`src/sv/usv_pkg.sv`:
```
// Shared types, codes and constants of the strict UTF-8 string validator.
package usv_pkg;

    localparam int LENGTH_BITS_DEFAULT = 16;
    localparam int QUEUE_DEPTH_DEFAULT = 4;

    localparam int CFG_INDEX_BITS = 3;
    localparam int CFG_DATA_BITS = 16;

    localparam logic [CFG_INDEX_BITS-1:0] CFG_MAX_STRING_BYTES = 3'd0;
    localparam logic [CFG_INDEX_BITS-1:0] CFG_BUDGET_TOTAL = 3'd1;
    localparam logic [CFG_INDEX_BITS-1:0] CFG_REJECT_EMPTY = 3'd2;
    localparam logic [CFG_INDEX_BITS-1:0] CFG_REJECT_NUL = 3'd3;
    localparam logic [CFG_INDEX_BITS-1:0] CFG_REJECT_CONTROL = 3'd4;

    localparam logic [15:0] RESET_MAX_STRING_BYTES = 16'd8192;
    localparam logic [15:0] RESET_BUDGET_TOTAL = 16'd32768;

    typedef enum logic [2:0] {
        RULE_NORMAL = 3'd0,
        RULE_E0 = 3'd1,
        RULE_ED = 3'd2,
        RULE_F0 = 3'd3,
        RULE_F4 = 3'd4
    } rule_t;

    typedef enum logic [2:0] {
        ERR_NONE = 3'd0,
        ERR_ENCODING = 3'd1,
        ERR_TRUNCATED = 3'd2,
        ERR_FORBIDDEN = 3'd3,
        ERR_TOO_LONG = 3'd4,
        ERR_EMPTY = 3'd5,
        ERR_BUDGET = 3'd6
    } err_t;

    typedef struct packed {
        logic [15:0] max_bytes;
        logic [15:0] budget;
        logic        rej_empty;
        logic        rej_nul;
        logic        rej_ctrl;
    } cfg_t;

    // One request after classification of its byte.
    typedef struct packed {
        logic  forbidden;
        logic  ascii;
        logic  lead2;
        logic  lead3;
        logic  lead4;
        rule_t lead_rule;
        logic  cont_normal;
        logic  cont_e0;
        logic  cont_ed;
        logic  cont_f0;
        logic  cont_f4;
        logic  eos;
        logic  empty_item;
        logic  clear_budget;
    } class_t;

    typedef struct packed {
        logic        ok;
        err_t        code;
        logic [15:0] length;
        logic [15:0] budget_used;
    } result_t;

endpackage

```
`src/sv/usv_queue.sv`:
```
// Small first-in first-out queue of fixed-width words.
module usv_queue
    import usv_pkg::*;
#(
    parameter int WIDTH = 8,
    parameter int DEPTH = QUEUE_DEPTH_DEFAULT
) (
    input  logic             clk,
    input  logic             rst_n,
    input  logic             wr_en,
    input  logic [WIDTH-1:0] wr_data,
    input  logic             rd_en,
    output logic [WIDTH-1:0] rd_data,
    output logic             full,
    output logic             empty
);

    localparam int PTR_W = (DEPTH > 1) ? $clog2(DEPTH) : 1;
    localparam int CNT_W = $clog2(DEPTH + 1);

    logic [WIDTH-1:0] mem [DEPTH];
    logic [PTR_W-1:0] wr_ptr_reg, wr_ptr_next;
    logic [PTR_W-1:0] rd_ptr_reg, rd_ptr_next;
    logic [CNT_W-1:0] count_reg, count_next;
    logic             do_wr, do_rd;

    assign full = (count_reg == CNT_W'(DEPTH));
    assign empty = (count_reg == '0);
    assign do_wr = wr_en && !full;
    assign do_rd = rd_en && !empty;
    assign rd_data = mem[rd_ptr_reg];

    always_comb
    begin
        wr_ptr_next = wr_ptr_reg;
        rd_ptr_next = rd_ptr_reg;
        count_next = count_reg;
        if (do_wr)
        begin
            wr_ptr_next = (wr_ptr_reg == PTR_W'(DEPTH - 1)) ? '0 : wr_ptr_reg + 1'b1;
        end
        if (do_rd)
        begin
            rd_ptr_next = (rd_ptr_reg == PTR_W'(DEPTH - 1)) ? '0 : rd_ptr_reg + 1'b1;
        end
        if (do_wr && !do_rd)
        begin
            count_next = count_reg + 1'b1;
        end
        else if (do_rd && !do_wr)
        begin
            count_next = count_reg - 1'b1;
        end
    end

    always_ff @(posedge clk or negedge rst_n)
    begin
        if (!rst_n)
        begin
            wr_ptr_reg <= '0;
            rd_ptr_reg <= '0;
            count_reg <= '0;
        end
        else
        begin
            wr_ptr_reg <= wr_ptr_next;
            rd_ptr_reg <= rd_ptr_next;
            count_reg <= count_next;
        end
    end

    always_ff @(posedge clk)
    begin
        if (do_wr)
        begin
            mem[wr_ptr_reg] <= wr_data;
        end
    end

endmodule

```
`src/sv/usv_front.sv`:
```
// Front end: classifies each incoming byte for the decoder.
module usv_front
    import usv_pkg::*;
(
    input  logic       rej_nul,
    input  logic       rej_ctrl,
    input  logic [7:0] data_byte,
    input  logic       end_of_string,
    input  logic       empty_string,
    input  logic       clear_budget,
    output class_t     cls
);

    always_comb
    begin
        cls.forbidden = (rej_nul && (data_byte == 8'h00))
                     || (rej_ctrl && ((data_byte < 8'h20) || (data_byte == 8'h7F)));
        cls.ascii = (data_byte <= 8'h7F);
        cls.lead2 = (data_byte inside {[8'hC2 : 8'hDF]});
        cls.lead3 = (data_byte inside {[8'hE0 : 8'hEF]});
        cls.lead4 = (data_byte inside {[8'hF0 : 8'hF4]});
        case (data_byte)
            8'hE0:   cls.lead_rule = RULE_E0;
            8'hED:   cls.lead_rule = RULE_ED;
            8'hF0:   cls.lead_rule = RULE_F0;
            8'hF4:   cls.lead_rule = RULE_F4;
            default: cls.lead_rule = RULE_NORMAL;
        endcase
        cls.cont_normal = (data_byte inside {[8'h80 : 8'hBF]});
        cls.cont_e0 = (data_byte inside {[8'hA0 : 8'hBF]});
        cls.cont_ed = (data_byte inside {[8'h80 : 8'h9F]});
        cls.cont_f0 = (data_byte inside {[8'h90 : 8'hBF]});
        cls.cont_f4 = (data_byte inside {[8'h80 : 8'h8F]});
        cls.eos = end_of_string;
        cls.empty_item = empty_string;
        cls.clear_budget = clear_budget;
    end

endmodule

```
`src/sv/usv_back.sv`:
```
// Back end: string state, UTF-8 sequence decoding, verdict and byte budget.
module usv_back
    import usv_pkg::*;
#(
    parameter int LENGTH_BITS = LENGTH_BITS_DEFAULT
) (
    input  logic    clk,
    input  logic    rst_n,
    input  cfg_t    cfg,
    input  class_t  cls,
    input  logic    in_empty,
    output logic    in_pop,
    input  logic    out_full,
    output logic    out_push,
    output result_t result
);

    localparam int CW = (LENGTH_BITS > 16) ? LENGTH_BITS : 16;

    logic [1:0]             pend_reg, pend_next;
    rule_t                  rule_reg, rule_next;
    logic [LENGTH_BITS-1:0] count_reg, count_next;
    logic                   ovf_reg, ovf_next;
    err_t                   ferr_reg, ferr_next;
    logic [15:0]            used_reg, used_next;

    always_comb
    begin
        logic        ends;
        logic        active;
        logic        cok;
        logic        bad;
        err_t        byte_err;
        err_t        code;
        logic [15:0] ut0;
        logic [CW:0] sum;
        logic [CW-1:0] cnt_w;

        pend_next = pend_reg;
        rule_next = rule_reg;
        count_next = count_reg;
        ovf_next = ovf_reg;
        ferr_next = ferr_reg;
        used_next = used_reg;
        bad = 1'b0;
        byte_err = ERR_NONE;
        code = ERR_NONE;
        sum = '0;
        cnt_w = '0;

        ends = cls.empty_item || cls.eos;
        active = !in_empty && (!ends || !out_full);
        in_pop = active;
        out_push = active && ends;
        ut0 = cls.clear_budget ? 16'd0 : used_reg;

        case (rule_reg)
            RULE_E0: cok = cls.cont_e0;
            RULE_ED: cok = cls.cont_ed;
            RULE_F0: cok = cls.cont_f0;
            RULE_F4: cok = cls.cont_f4;
            default: cok = cls.cont_normal;
        endcase

        if (active)
        begin
            used_next = ut0;
            if (!cls.empty_item)
            begin
                if (count_reg == '1)
                begin
                    ovf_next = 1'b1;
                end
                else
                begin
                    count_next = count_reg + 1'b1;
                end
                if (pend_reg != 2'd0)
                begin
                    rule_next = RULE_NORMAL;
                    if (cok)
                    begin
                        pend_next = pend_reg - 2'd1;
                    end
                    else
                    begin
                        bad = 1'b1;
                        pend_next = 2'd0;
                    end
                end
                else if (cls.ascii)
                begin
                    pend_next = 2'd0;
                end
                else if (cls.lead2)
                begin
                    pend_next = 2'd1;
                    rule_next = RULE_NORMAL;
                end
                else if (cls.lead3)
                begin
                    pend_next = 2'd2;
                    rule_next = cls.lead_rule;
                end
                else if (cls.lead4)
                begin
                    pend_next = 2'd3;
                    rule_next = cls.lead_rule;
                end
                else
                begin
                    bad = 1'b1;
                end
                if (cls.forbidden)
                begin
                    byte_err = ERR_FORBIDDEN;
                end
                else if (bad)
                begin
                    byte_err = ERR_ENCODING;
                end
                if (ferr_reg == ERR_NONE)
                begin
                    ferr_next = byte_err;
                end
            end
        end

        cnt_w = CW'(count_next);
        sum = (CW + 1)'(ut0) + (CW + 1)'(count_next);
        if (count_next == '0)
        begin
            code = cfg.rej_empty ? ERR_EMPTY : ERR_NONE;
        end
        else if (ovf_next || (cnt_w > CW'(cfg.max_bytes)))
        begin
            code = ERR_TOO_LONG;
        end
        else if (ferr_next != ERR_NONE)
        begin
            code = ferr_next;
        end
        else if (pend_next != 2'd0)
        begin
            code = ERR_TRUNCATED;
        end
        else if (sum > (CW + 1)'(cfg.budget))
        begin
            code = ERR_BUDGET;
        end

        result.ok = (code == ERR_NONE);
        result.code = code;
        result.length = (cnt_w > CW'(16'hFFFF)) ? 16'hFFFF : cnt_w[15:0];
        result.budget_used = (code == ERR_NONE) ? sum[15:0] : ut0;

        if (out_push)
        begin
            used_next = result.budget_used;
            pend_next = 2'd0;
            rule_next = RULE_NORMAL;
            count_next = '0;
            ovf_next = 1'b0;
            ferr_next = ERR_NONE;
        end
    end

    always_ff @(posedge clk or negedge rst_n)
    begin
        if (!rst_n)
        begin
            pend_reg <= 2'd0;
            rule_reg <= RULE_NORMAL;
            count_reg <= '0;
            ovf_reg <= 1'b0;
            ferr_reg <= ERR_NONE;
            used_reg <= 16'd0;
        end
        else
        begin
            pend_reg <= pend_next;
            rule_reg <= rule_next;
            count_reg <= count_next;
            ovf_reg <= ovf_next;
            ferr_reg <= ferr_next;
            used_reg <= used_next;
        end
    end

endmodule

```
`src/sv/strict_utf8_string_validator.sv`:
```
// Top level of the strict UTF-8 string validator.
// A byte request passes through the input queue to the back end, and the verdict of a string
// that it ends is written into the output queue, from which it is shown on the result ports.
// The back end takes one byte per cycle, except that a byte that ends a string waits while the output queue is full.
// Reset clears both queues, the string state and the byte budget, and loads the register
// defaults.
module strict_utf8_string_validator
    import usv_pkg::*;
#(
    parameter int LENGTH_BITS = LENGTH_BITS_DEFAULT,
    parameter int QUEUE_DEPTH = QUEUE_DEPTH_DEFAULT
) (
    input  logic                      clk,
    input  logic                      rst_n,
    input  logic                      push,
    output logic                      full,
    input  logic [7:0]                data_byte,
    input  logic                      end_of_string,
    input  logic                      empty_string,
    input  logic                      clear_budget,
    output logic                      empty,
    input  logic                      pop,
    output logic                      string_ok,
    output logic [2:0]                error_code,
    output logic [15:0]               string_length,
    output logic [15:0]               budget_used,
    input  logic                      cfg_write,
    input  logic [CFG_INDEX_BITS-1:0] cfg_index,
    input  logic [CFG_DATA_BITS-1:0]  cfg_data
);

    cfg_t    cfg_reg;
    class_t  cls_in;
    class_t  cls_q;
    logic    mid_empty;
    logic    mid_pop;
    logic    out_full;
    logic    out_push;
    result_t res_in;
    result_t res_q;

    always_ff @(posedge clk or negedge rst_n)
    begin
        if (!rst_n)
        begin
            cfg_reg.max_bytes <= RESET_MAX_STRING_BYTES;
            cfg_reg.budget <= RESET_BUDGET_TOTAL;
            cfg_reg.rej_empty <= 1'b1;
            cfg_reg.rej_nul <= 1'b1;
            cfg_reg.rej_ctrl <= 1'b0;
        end
        else if (cfg_write)
        begin
            case (cfg_index)
                CFG_MAX_STRING_BYTES: cfg_reg.max_bytes <= cfg_data;
                CFG_BUDGET_TOTAL:     cfg_reg.budget <= cfg_data;
                CFG_REJECT_EMPTY:     cfg_reg.rej_empty <= cfg_data[0];
                CFG_REJECT_NUL:       cfg_reg.rej_nul <= cfg_data[0];
                CFG_REJECT_CONTROL:   cfg_reg.rej_ctrl <= cfg_data[0];
                default:              ;
            endcase
        end
    end

    usv_front u_front (
        .rej_nul       (cfg_reg.rej_nul),
        .rej_ctrl      (cfg_reg.rej_ctrl),
        .data_byte     (data_byte),
        .end_of_string (end_of_string),
        .empty_string  (empty_string),
        .clear_budget  (clear_budget),
        .cls           (cls_in)
    );

    usv_queue #(
        .WIDTH ($bits(class_t)),
        .DEPTH (QUEUE_DEPTH)
    ) u_mid_queue (
        .clk     (clk),
        .rst_n   (rst_n),
        .wr_en   (push),
        .wr_data (cls_in),
        .rd_en   (mid_pop),
        .rd_data (cls_q),
        .full    (full),
        .empty   (mid_empty)
    );

    usv_back #(
        .LENGTH_BITS (LENGTH_BITS)
    ) u_back (
        .clk      (clk),
        .rst_n    (rst_n),
        .cfg      (cfg_reg),
        .cls      (cls_q),
        .in_empty (mid_empty),
        .in_pop   (mid_pop),
        .out_full (out_full),
        .out_push (out_push),
        .result   (res_in)
    );

    usv_queue #(
        .WIDTH ($bits(result_t)),
        .DEPTH (QUEUE_DEPTH)
    ) u_out_queue (
        .clk     (clk),
        .rst_n   (rst_n),
        .wr_en   (out_push),
        .wr_data (res_in),
        .rd_en   (pop),
        .rd_data (res_q),
        .full    (out_full),
        .empty   (empty)
    );

    assign string_ok = res_q.ok;
    assign error_code = res_q.code;
    assign string_length = res_q.length;
    assign budget_used = res_q.budget_used;

endmodule

```
`config.mk`:
```
export PLATFORM = sky130hd
export DESIGN_NAME = strict_utf8_string_validator
export DESIGN_NICKNAME = d
export VERILOG_FILES = /design/src/sv/usv_pkg.sv /design/src/sv/usv_queue.sv /design/src/sv/usv_front.sv /design/src/sv/usv_back.sv /design/src/sv/strict_utf8_string_validator.sv
export SDC_FILE = /design/constraint.sdc
export NUM_CORES = 1
export LEC_CHECK = 0
export ABC_AREA = 1
export BUFFER_PORTS_ARGS = -buffer_cell sky130_fd_sc_hd__buf_2
export CORE_UTILIZATION = 50
export CTS_CLUSTER_SIZE = 28
export DETAILED_ROUTE_END_ITERATION = 12
export GPL_ROUTABILITY_DRIVEN = 0
export PLACE_DENSITY_LB_ADDON = 0.25
export SLEW_MARGIN = 20
export SYNTH_ARGS = -nofsm -noshare
export SYNTH_HDL_FRONTEND = slang
export SYNTH_SLANG_ARGS = --single-unit
```
`constraint.sdc`:
```
create_clock -name clk -period 4.6 [get_ports clk]
set_input_delay 0 -clock clk [delete_from_list [all_inputs] [get_ports clk]]
set_output_delay 0 -clock clk [all_outputs]
set_load 0.05 [all_outputs]
```
# Word-level counts from Yosys, hierarchy flattened
# Memory sizes are Yosys's and may differ from the RTL's.
# Index checks and enable logic that the tools add are counted.
[totals]
mem_bits_rw = 208
n_memories = 2
reg_bits = 90
output_inout_bits = 38
[memory_table]
columns = ["name", "depth", "word_bits", "read_ports", "rd_clocked_by_memory_dff", "write_ports", "line_no", "text"]
rows = [
  ["u_out_queue.mem", 4, 36, 1, 0, 1, "usv_queue.sv:21", "logic [WIDTH-1:0] mem [DEPTH];"],
  ["u_mid_queue.mem", 4, 16, 1, 0, 1, "usv_queue.sv:21", ""],
]
[op_classes]
eq_ne = 22
n_addsub = 11
mux = 64
n_reduce_logical = 54
n_lt_le_gt_ge = 17
[op_table]
columns = ["operator", "count"]
rows = [
  ["16-bit two-way mux", 9],
  ["3-bit two-way mux", 23],
  ["8-bit greater-or-equal comparator, second input constant", 6],
  ["8-bit less-or-equal comparator, second input constant", 6],
  ["8-bit equality test, second input constant", 4],
  ["2-bit two-way mux", 13],
  ["1-bit logical AND", 20],
  ["16-bit by 16-bit adder with 17-bit output", 1],
  ["17-bit by 16-bit > comparator with 1-bit output", 1],
  ["1-bit two-way mux", 17],
  ["16-bit by 1-bit adder with 16-bit output, second input constant", 1],
  ["16-bit equality test, second input constant", 1],
  ["16-bit > comparator", 1],
  ["16-bit > comparator, second input constant", 1],
  ["16-bit logical NOT", 1],
  ["3-bit logical NOT", 5],
  ["3-bit by 2-bit equality test with 1-bit output, second input constant", 4],
  ["3-bit equality test, second input constant", 4],
  ["3-bit one-hot mux with 4 select lines", 1],
  ["2-bit AND reduction", 5],
  ["2-bit nonzero test", 5],
  ["1-bit logical NOT", 9],
  ["2-bit by 1-bit adder with 2-bit output, second input constant", 4],
  ["2-bit equality test, second input constant", 4],
  ["other kinds (15)", 22],
]

# Depth between registers and ports, before layout
# Gate-level depths: netlist of the first run.
# An unclocked memory read counts as a cell.
[logic_depth]
ltp_word = 20
ltp_mapped = 44
ltp_nobuf = 43

# Hierarchy
# From an unflattened synthesis of the first run, not the netlist that was laid out.
[hier_totals]
cells_unflattened = 1708
hier_area_um2 = 15979.1
[modules_own_cells]
columns = ["module", "cells_each", "seq_area_each_um2", "area_each_um2", "n_inst"]
rows = [
  ["usv_queue at u_out_queue", 480, 4499.3, 6199.7, 1],
  ["usv_back", 768, 1026.0, 4843.4, 1],
  ["usv_queue at u_mid_queue", 247, 2097.0, 3238.1, 1],
  ["strict_utf8_string_validator", 164, 880.8, 1482.7, 1],
  ["usv_front", 49, 0.0, 215.2, 1],
]

# Least setup slack after synthesis of the first run
# OpenSTA, ideal clock, no wires.
[synth_timing]
path_type = "reg2reg"
startpoint = "reg u_mid_queue.rd_ptr_reg[0]"
endpoint = "mem u_out_queue.mem[0][11] (netlist name), data pin"
setup_ns = 0.267
slack_ns = -0.184
path_stages_with_launch = 33
n_path_buf = 5
arrival_time_ns = 4.517
path_cell_list = "dfrtp_1 > buf_4 > inv_2 > buf_2 > buf_2 > nand2_1 > a32oi_1 > inv_1 > clkbuf_1 > nand2_1 > inv_1 > ha_1 > nand2_1 > nor3_1 > nand2_1 > o211ai_1 > nand3_1 > a31oi_1 > a21oi_1 > xnor2_1 > ha_1 > nand4_1 > nor4_1 > nand2_1 > nand2_1 > nand2_1 > nand2_1 > nor2_2 > nor2_8 > nand2_8 > buf_12 > nand2_4 > nand2_1"
[synth_rtl]
columns = ["element", "line_no", "text"]
rows = [
  ["start: declaration", "usv_queue.sv:23", "logic [PTR_W-1:0] rd_ptr_reg, rd_ptr_next;"],
  ["start signal: assignment", "usv_queue.sv:67", "rd_ptr_reg <= rd_ptr_next;"],
  ["end: declaration", "usv_queue.sv:21", ""],
]

==> results of run 1 <==
## worst max path at each step
| stage | cells after the start | startpoint | to | slack, ns |
|---|---|---|---|---|
| floorplan | 33 | u_mid_queue.rd_ptr_reg[0] | u_out_queue.mem[0][5] | 0.01 |
| global placement | 29 | u_mid_queue.rd_ptr_reg[0] | u_out_queue.mem[3][9] | -0.32 |
| detailed placement | 32 | u_mid_queue.rd_ptr_reg[0] | u_out_queue.mem[2][9] | -0.47 |
| CTS | 39 | u_back.count_reg[0] | u_out_queue.mem[0][7] | 0.0006 |
| global route | 38 | u_back.count_reg[0] | u_back.used_reg[2] | -0.41 |
| finish | 35 | u_mid_queue.rd_ptr_reg[0] | u_back.used_reg[2] | -0.13 |
## synthesized netlist by cell type (8+ instances only)
library cell,n,area (um^2)
nand2_2,8,50.1
o22ai_1,39,244
buf_2,9,45.0
dfrtp_1,86,2150
nor2_1,179,672
nand3_1,79,395
nand2_4,15,169
a21oi_1,52,260
o21ai_0,147,736
nor3_1,9,45.0
nand3_2,13,130
xor2_1,17,149
nand2_1,398,1490
edfxtp_1,208,6250
inv_1,187,702
clkbuf_1,40,150
ha_1,62,776
nand4_1,17,106
## cells in the final DEF, fill, tap and decap left out, drive strengths merged
| cell | Yosys | final |
|---|---|---|
| dfrtp | 86 | 86 |
| o32ai | 1 | 1 |
| xor2 | 17 | 17 |
| a21o | 2 | 2 |
| clkinv | 1 | 12 |
| ha | 62 | 62 |
| nand4 | 17 | 17 |
| nand2 | 422 | 423 |
| o211ai | 2 | 2 |
| bufinv | 0 | 2 |
| dfstp | 4 | 4 |
| a21oi | 52 | 52 |
| o21a | 1 | 1 |
| xnor2 | 5 | 5 |
| o22ai | 39 | 39 |
| clkinvlp | 0 | 2 |
| a32oi | 1 | 1 |
| o2111ai | 1 | 1 |
| a221oi | 1 | 1 |
| nor2 | 186 | 186 |
| edfxtp | 208 | 208 |
| mux2 | 1 | 1 |
| fa | 3 | 3 |
| nor4 | 3 | 3 |
| clkbuf | 40 | 41 |
| o21bai | 4 | 4 |
| a21boi | 1 | 1 |
| inv | 194 | 195 |
| dlygate4sd3 | 0 | 40 |
| nand3 | 92 | 92 |
| a31oi | 5 | 5 |
| nor3 | 9 | 9 |
| or2 | 3 | 3 |
| o21ai | 149 | 149 |
| nand3b | 4 | 4 |
| buf | 16 | 286 |
## worst max-delay path, delay by kind of cell (launching register included)
kind / cells / cell delay, ns
compound gates: 4 / 0.93
flops: 1 / 0.46
simple gates: 21 / 1.69
xor+xnor: 1 / 0.13
fa+ha+maj: 2 / 0.61
buf+inv: 7 / 0.76
## cells by family after synthesis
group | count (synthesis) | share of synthesized area, %
AO/OA/AOI/OAI | 259 | 9.32
XOR/XNOR | 22 | 1.27
adder cells (fa/ha/maj) | 65 | 5.51
buffers and inverters | 251 | 6.62
flip-flops | 298 | 56.0
multiplexers | 1 | 0.0742
AND/OR/NAND/NOR | 736 | 21.2
## what timing repair did
item | in CTS | in global routing
setup endpoints to repair | 92 | 88
pin swaps | 21 | 27
endpoints found under the hold margin | 143 | 0
gates resized for setup | 81 | 101
hold buffers | 40 | 0
setup buffers | 18 | 16
gates cloned | 1 | 0
## cell type report
type                       instances  area [um^2]
clock inverter                    16          150
timing repair buffer             326         2450
fill                            2227        10000
sequential                       298         8510
clock buffer                      41          856
tap                              390          488
inverter                         195          753
multi-input combinational       1084         6510
## through the flow
step | std cells | area, um^2 | hold slack (ns) | worst slack [ns] | utilization (%)
2_1_floorplan | 1632 | 15200 | -0.296 | 0.0102 | -
6_report | 2350 | 19700 | 0.0199 | -0.131 | 66.4
3_3_place_gp | 2219 | 17200 | 0.0511 | -0.323 | 58.0
4_1_cts | 2335 | 19200 | 0.0251 | 0.000551 | 64.5
5_1_grt | 2350 | 19700 | 0.0728 | -0.413 | 66.4
3_5_place_dp | 2219 | 17200 | 0.0581 | -0.474 | 58.0
## routing by layer
metal / track usage, % / wire length (um)
met5: 0 / 0
met4: 6.01 / 966
met3: 2.71 / 2430
met2: 43.6 / 19500
met1: 35.1 / 17300
==> out/metrics.csv, run 1 <==
stage,metric,value,unit
cells_and_area,layout cell share with drive strength beyond 1,27.4,%
placement,HPWL after detailed placement,26.6,mm
sta,clk_skew,0.00996,ns
setup_path,Worst setup SP type,register,
route,initial drt markers,1093,
clock_network,clock-pin slew on the worst setup and hold paths,0.06,ns
synth,Synth Register Bits,298,
sta,Slew @ Worst Pin,1.03,ns
clock_network,CTS root buf,clkbuf_16,
synth,syn avg cell area,9.30,um^2
floorplan,# IOs,73,
route,routed length per instance,17.1,um
floorplan,row cnt,63,
clock_network,clock buffer depth,3,
floorplan,die area,31000,um^2
floorplan,overall die width,176,um
setup_path,worst-path fanout max,14,
setup_path,Crit path largest cell delay,0.46,ns
synth,register area share after synthesis,56.0,%
global_routing,largest net degree at the start of global routing,75,
sta,final worst-path cycle share,103,%
sta,Fmax,0.211,GHz
clock_network,total CTS buffers,31,
setup_path,reg2reg end,u_back.used_reg[2],
job,total of max-cap violations,0,
route,drt via density,5.32,
setup_path,Crit path required time,5.04,ns
floorplan,Initial Util,51.1,%
cells_and_area,Largest register FFs,144,
floorplan,die height,176,um
route,WL final,40.1,mm
sta,worst setup margin,-0.131,ns
floorplan,core box area,29700,um^2
outcome,failing checks,setup timing,
global_routing,initial antenna violation count,0,
sta,RSZ-0062 raised after global routing,true,
route,DRC,0,
synth,Post-synth top flop,edfxtp_1,
clock_network,TritonCTS clock tree,yes,
global_routing,vias in the first global route,12100,
setup_path,Reg2Reg Setup Slack,-0.13,ns
synth,number of synthesized flops with an enable pin,208,
synth,Synth warnings,0,
sta,total count of hold-check failures in the final report,0,
setup_path,worst r2r src,u_mid_queue.rd_ptr_reg[0],
clock_network,Clock Latency Late Sink,0.56,ns
setup_path,"Slowest-stage cell, CP",dfrtp_2,
cells_and_area,antenna fix cells,0,
setup_path,most used cell along the critical path,nand2_1,
cells_and_area,Layout area overhead,30.0,%
sta,max-slew violation count,0,
route,vias,12500,
setup_path,reg2reg path depth,35,
synth,syn nets,1732,
global_routing,global-route wire length before repair,62.3,mm
outcome,status,"complete, but fails checks",
sta,Slew Limit Headroom,31.4,%
clock_network,Sink Count,298,
sta,setup TNS,-7.71,ns
setup_path,Setup crit end kind,register,
route,Pre-antenna DRT Iters,6,
synth,post-synthesis cell type count,49,
setup_path,CP arrival,5.17,ns
route,"antenna viol nets, final",0,
synth,mapped cell area,15200,um^2
global_routing,total gr overflow,0,
cells_and_area,Layout Nets,2036,
setup_path,Setup Crit Path Kind,register to register,
min_path,Worst Hold Class,primary input to async pin,
synth,Syn Inst Count,1632,
placement,IO buf count,72,
clock_network,htree depth,1,
sta,final setup vio count,79,
sta,minimum clock period,4.73,ns
synth,ys async rst share,30.2,%
global_routing,Tot GR Track Use,25.6,%
Power of run 1 is not shown: default switching activity piles up to over one toggle a cycle in this logic, so the estimate is an artifact.
==> run 2, diff against run 1 <==
CORE_MARGIN = 3   (was default)
==> out/metrics.csv, run 2 (synthesized netlist as in run 1, its figures left out) <==
stage,metric,value,unit
outcome,status,"complete, but fails checks",
outcome,failing checks,setup timing,
clock_network,CTS root buf,clkbuf_16,
setup_path,Crit path largest cell delay,0.42,ns
sta,clk_skew,0.0177,ns
floorplan,die height,180,um
floorplan,die area,32500,um^2
route,initial drt markers,1207,
route,drt via density,5.50,
clock_network,clock-pin slew on the worst setup and hold paths,0.07,ns
floorplan,row cnt,63,
floorplan,# IOs,73,
sta,Slew @ Worst Pin,1.07,ns
global_routing,Tot GR Track Use,24.8,%
global_routing,largest net degree at the start of global routing,75,
sta,RSZ-0062 raised after global routing,true,
clock_network,total CTS buffers,30,
cells_and_area,Layout Nets,2039,
cells_and_area,area of the multi-input gates,6790,um^2
sta,max-slew violation count,0,
sta,total count of hold-check failures in the final report,0,
clock_network,Clock Latency Late Sink,0.57,ns
placement,IO buf count,72,
setup_path,most used cell along the critical path,nand2_2,
clock_network,clock buffer depth,3,
setup_path,Crit path required time,4.92,ns
setup_path,Setup crit end kind,register,
setup_path,Setup Crit Path Kind,register to register,
floorplan,Initial Util,50.9,%
global_routing,global-route wire length before repair,65.2,mm
route,WL final,43.6,mm
cells_and_area,fill count,2124,
cells_and_area,"most common cell after layout, fill and taps aside",nand2_1,
clock_network,Sink Count,298,
cells_and_area,Largest register FFs,144,
route,Pre-antenna DRT Iters,5,
cells_and_area,antenna fix cells,0,
global_routing,total gr overflow,0,
setup_path,worst-path fanout max,5,
global_routing,initial antenna violation count,0,
job,total of max-cap violations,0,
placement,pre-CTS WS,-0.513,ns
route,vias,12900,
setup_path,CP arrival,5.30,ns
global_routing,vias in the first global route,12400,
placement,HPWL after detailed placement,26.6,mm
setup_path,"Slowest-stage cell, CP",fa_2,
route,routed length per instance,18.5,um
floorplan,overall die width,180,um
sta,minimum clock period,4.99,ns
route,DRC,0,
cells_and_area,Layout area overhead,32.8,%
sta,Fmax,0.201,GHz
cells_and_area,most frequent cells in the layout,"341 x nand2_1, 208 x edfxtp_1, 198 x buf_4",
cells_and_area,final core utilization,67.6,%
setup_path,Worst setup SP type,register,
clock_network,htree depth,1,
cells_and_area,Seq. cell area,8510,um^2
floorplan,core box area,29800,um^2
sta,worst setup margin,-0.387,ns
cells_and_area,layout cell share with drive strength beyond 1,28.5,%
clock_network,TritonCTS clock tree,yes,
sta,Slew Limit Headroom,28.7,%
sta,final setup vio count,88,
sta,final worst-path cycle share,108,%
route,"antenna viol nets, final",0,
min_path,Worst Hold Class,primary input to register,
[run 2: changes by cell type in the layout (fill, tap and decap cells not counted), sizes merged]
| cell | before | now |
|---|---|---|
| nand2 | 423 | 425 |
| bufinv | 2 | 6 |
| clkinv | 12 | 8 |
| dlygate4sd3 | 40 | 42 |
| buf | 286 | 285 |
[run 2: final timing paths]
kind | from | cells after the start | end | slack [ns]
min reg2reg | u_back.used_reg[12] | 2 | u_back.used_reg[12] | 0.49
max | u_back.count_reg[0] | 36 | u_out_queue.mem[3][1] | -0.39
max reg2reg | u_back.count_reg[0] | 36 | u_out_queue.mem[3][1] | -0.39
min | push | 4 | u_mid_queue.wr_ptr_reg[1] | 0.13
max in group asynchronous | rst_n | 4 | cfg_reg[5] | 2.57
min in group asynchronous | rst_n | 3 | cfg_reg[13] | 0.46
[run 2: what timing repair did]
action | in CTS | in global routing
setup endpoints to repair | 88 | 92
gates cloned | 4 | 1
hold buffers | 42 | 0
endpoints found under the hold margin | 137 | 0
setup buffers | 18 | 27
pin swaps | 29 | 85
gates resized for setup | 128 | 97
[run 2: stage by stage]
step / hold WS [ns] / TNS (ns) / instance area [um^2] / std cells
after global placement: 0.0160 / -34.18 / 17100 / 2207
after detailed placement: 0.0197 / -39.14 / 17100 / 2207
after CTS: 0.109 / -4.88 / 19400 / 2327
final: 0.134 / -26.60 / 20100 / 2353
after global routing: 0.179 / -44.17 / 20100 / 2353
after floorplan: -0.296 / 0 / 15200 / 1632
[run 2: area by class of cell]
cell class	instances	area share, %
Multi-Input combinational cell	1086	33.7
Inverter	195	3.76
Sequential cell	298	42.2
Clock inverter	16	1.22
Tap cell	390	2.42
Clock buffer	40	4.12
Timing Repair Buffer	328	12.6
[run 2: layer usage]
layer / up-vias / track usage (%) / wire length [um]
met2: 576 / 40.6 / 20600
met3: 139 / 4.00 / 3580
li1: 6064 / - / -
met5: - / 0 / 0
met1: 6162 / 34.8 / 18000
met4: 0 / 6.66 / 1490
[run 2: worst max-delay path: cells and delay by family, from the launching register on]
family | cells | cell delay [ns]
buffers and inverters | 6 | 0.54
AO/OA/AOI/OAI | 3 | 0.41
adder cells (fa/ha/maj) | 4 | 1.11
AND/OR/NAND/NOR | 22 | 2.06
flip-flops | 1 | 0.38
XOR/XNOR | 1 | 0.24
Power of run 2 is left out for the same reason.
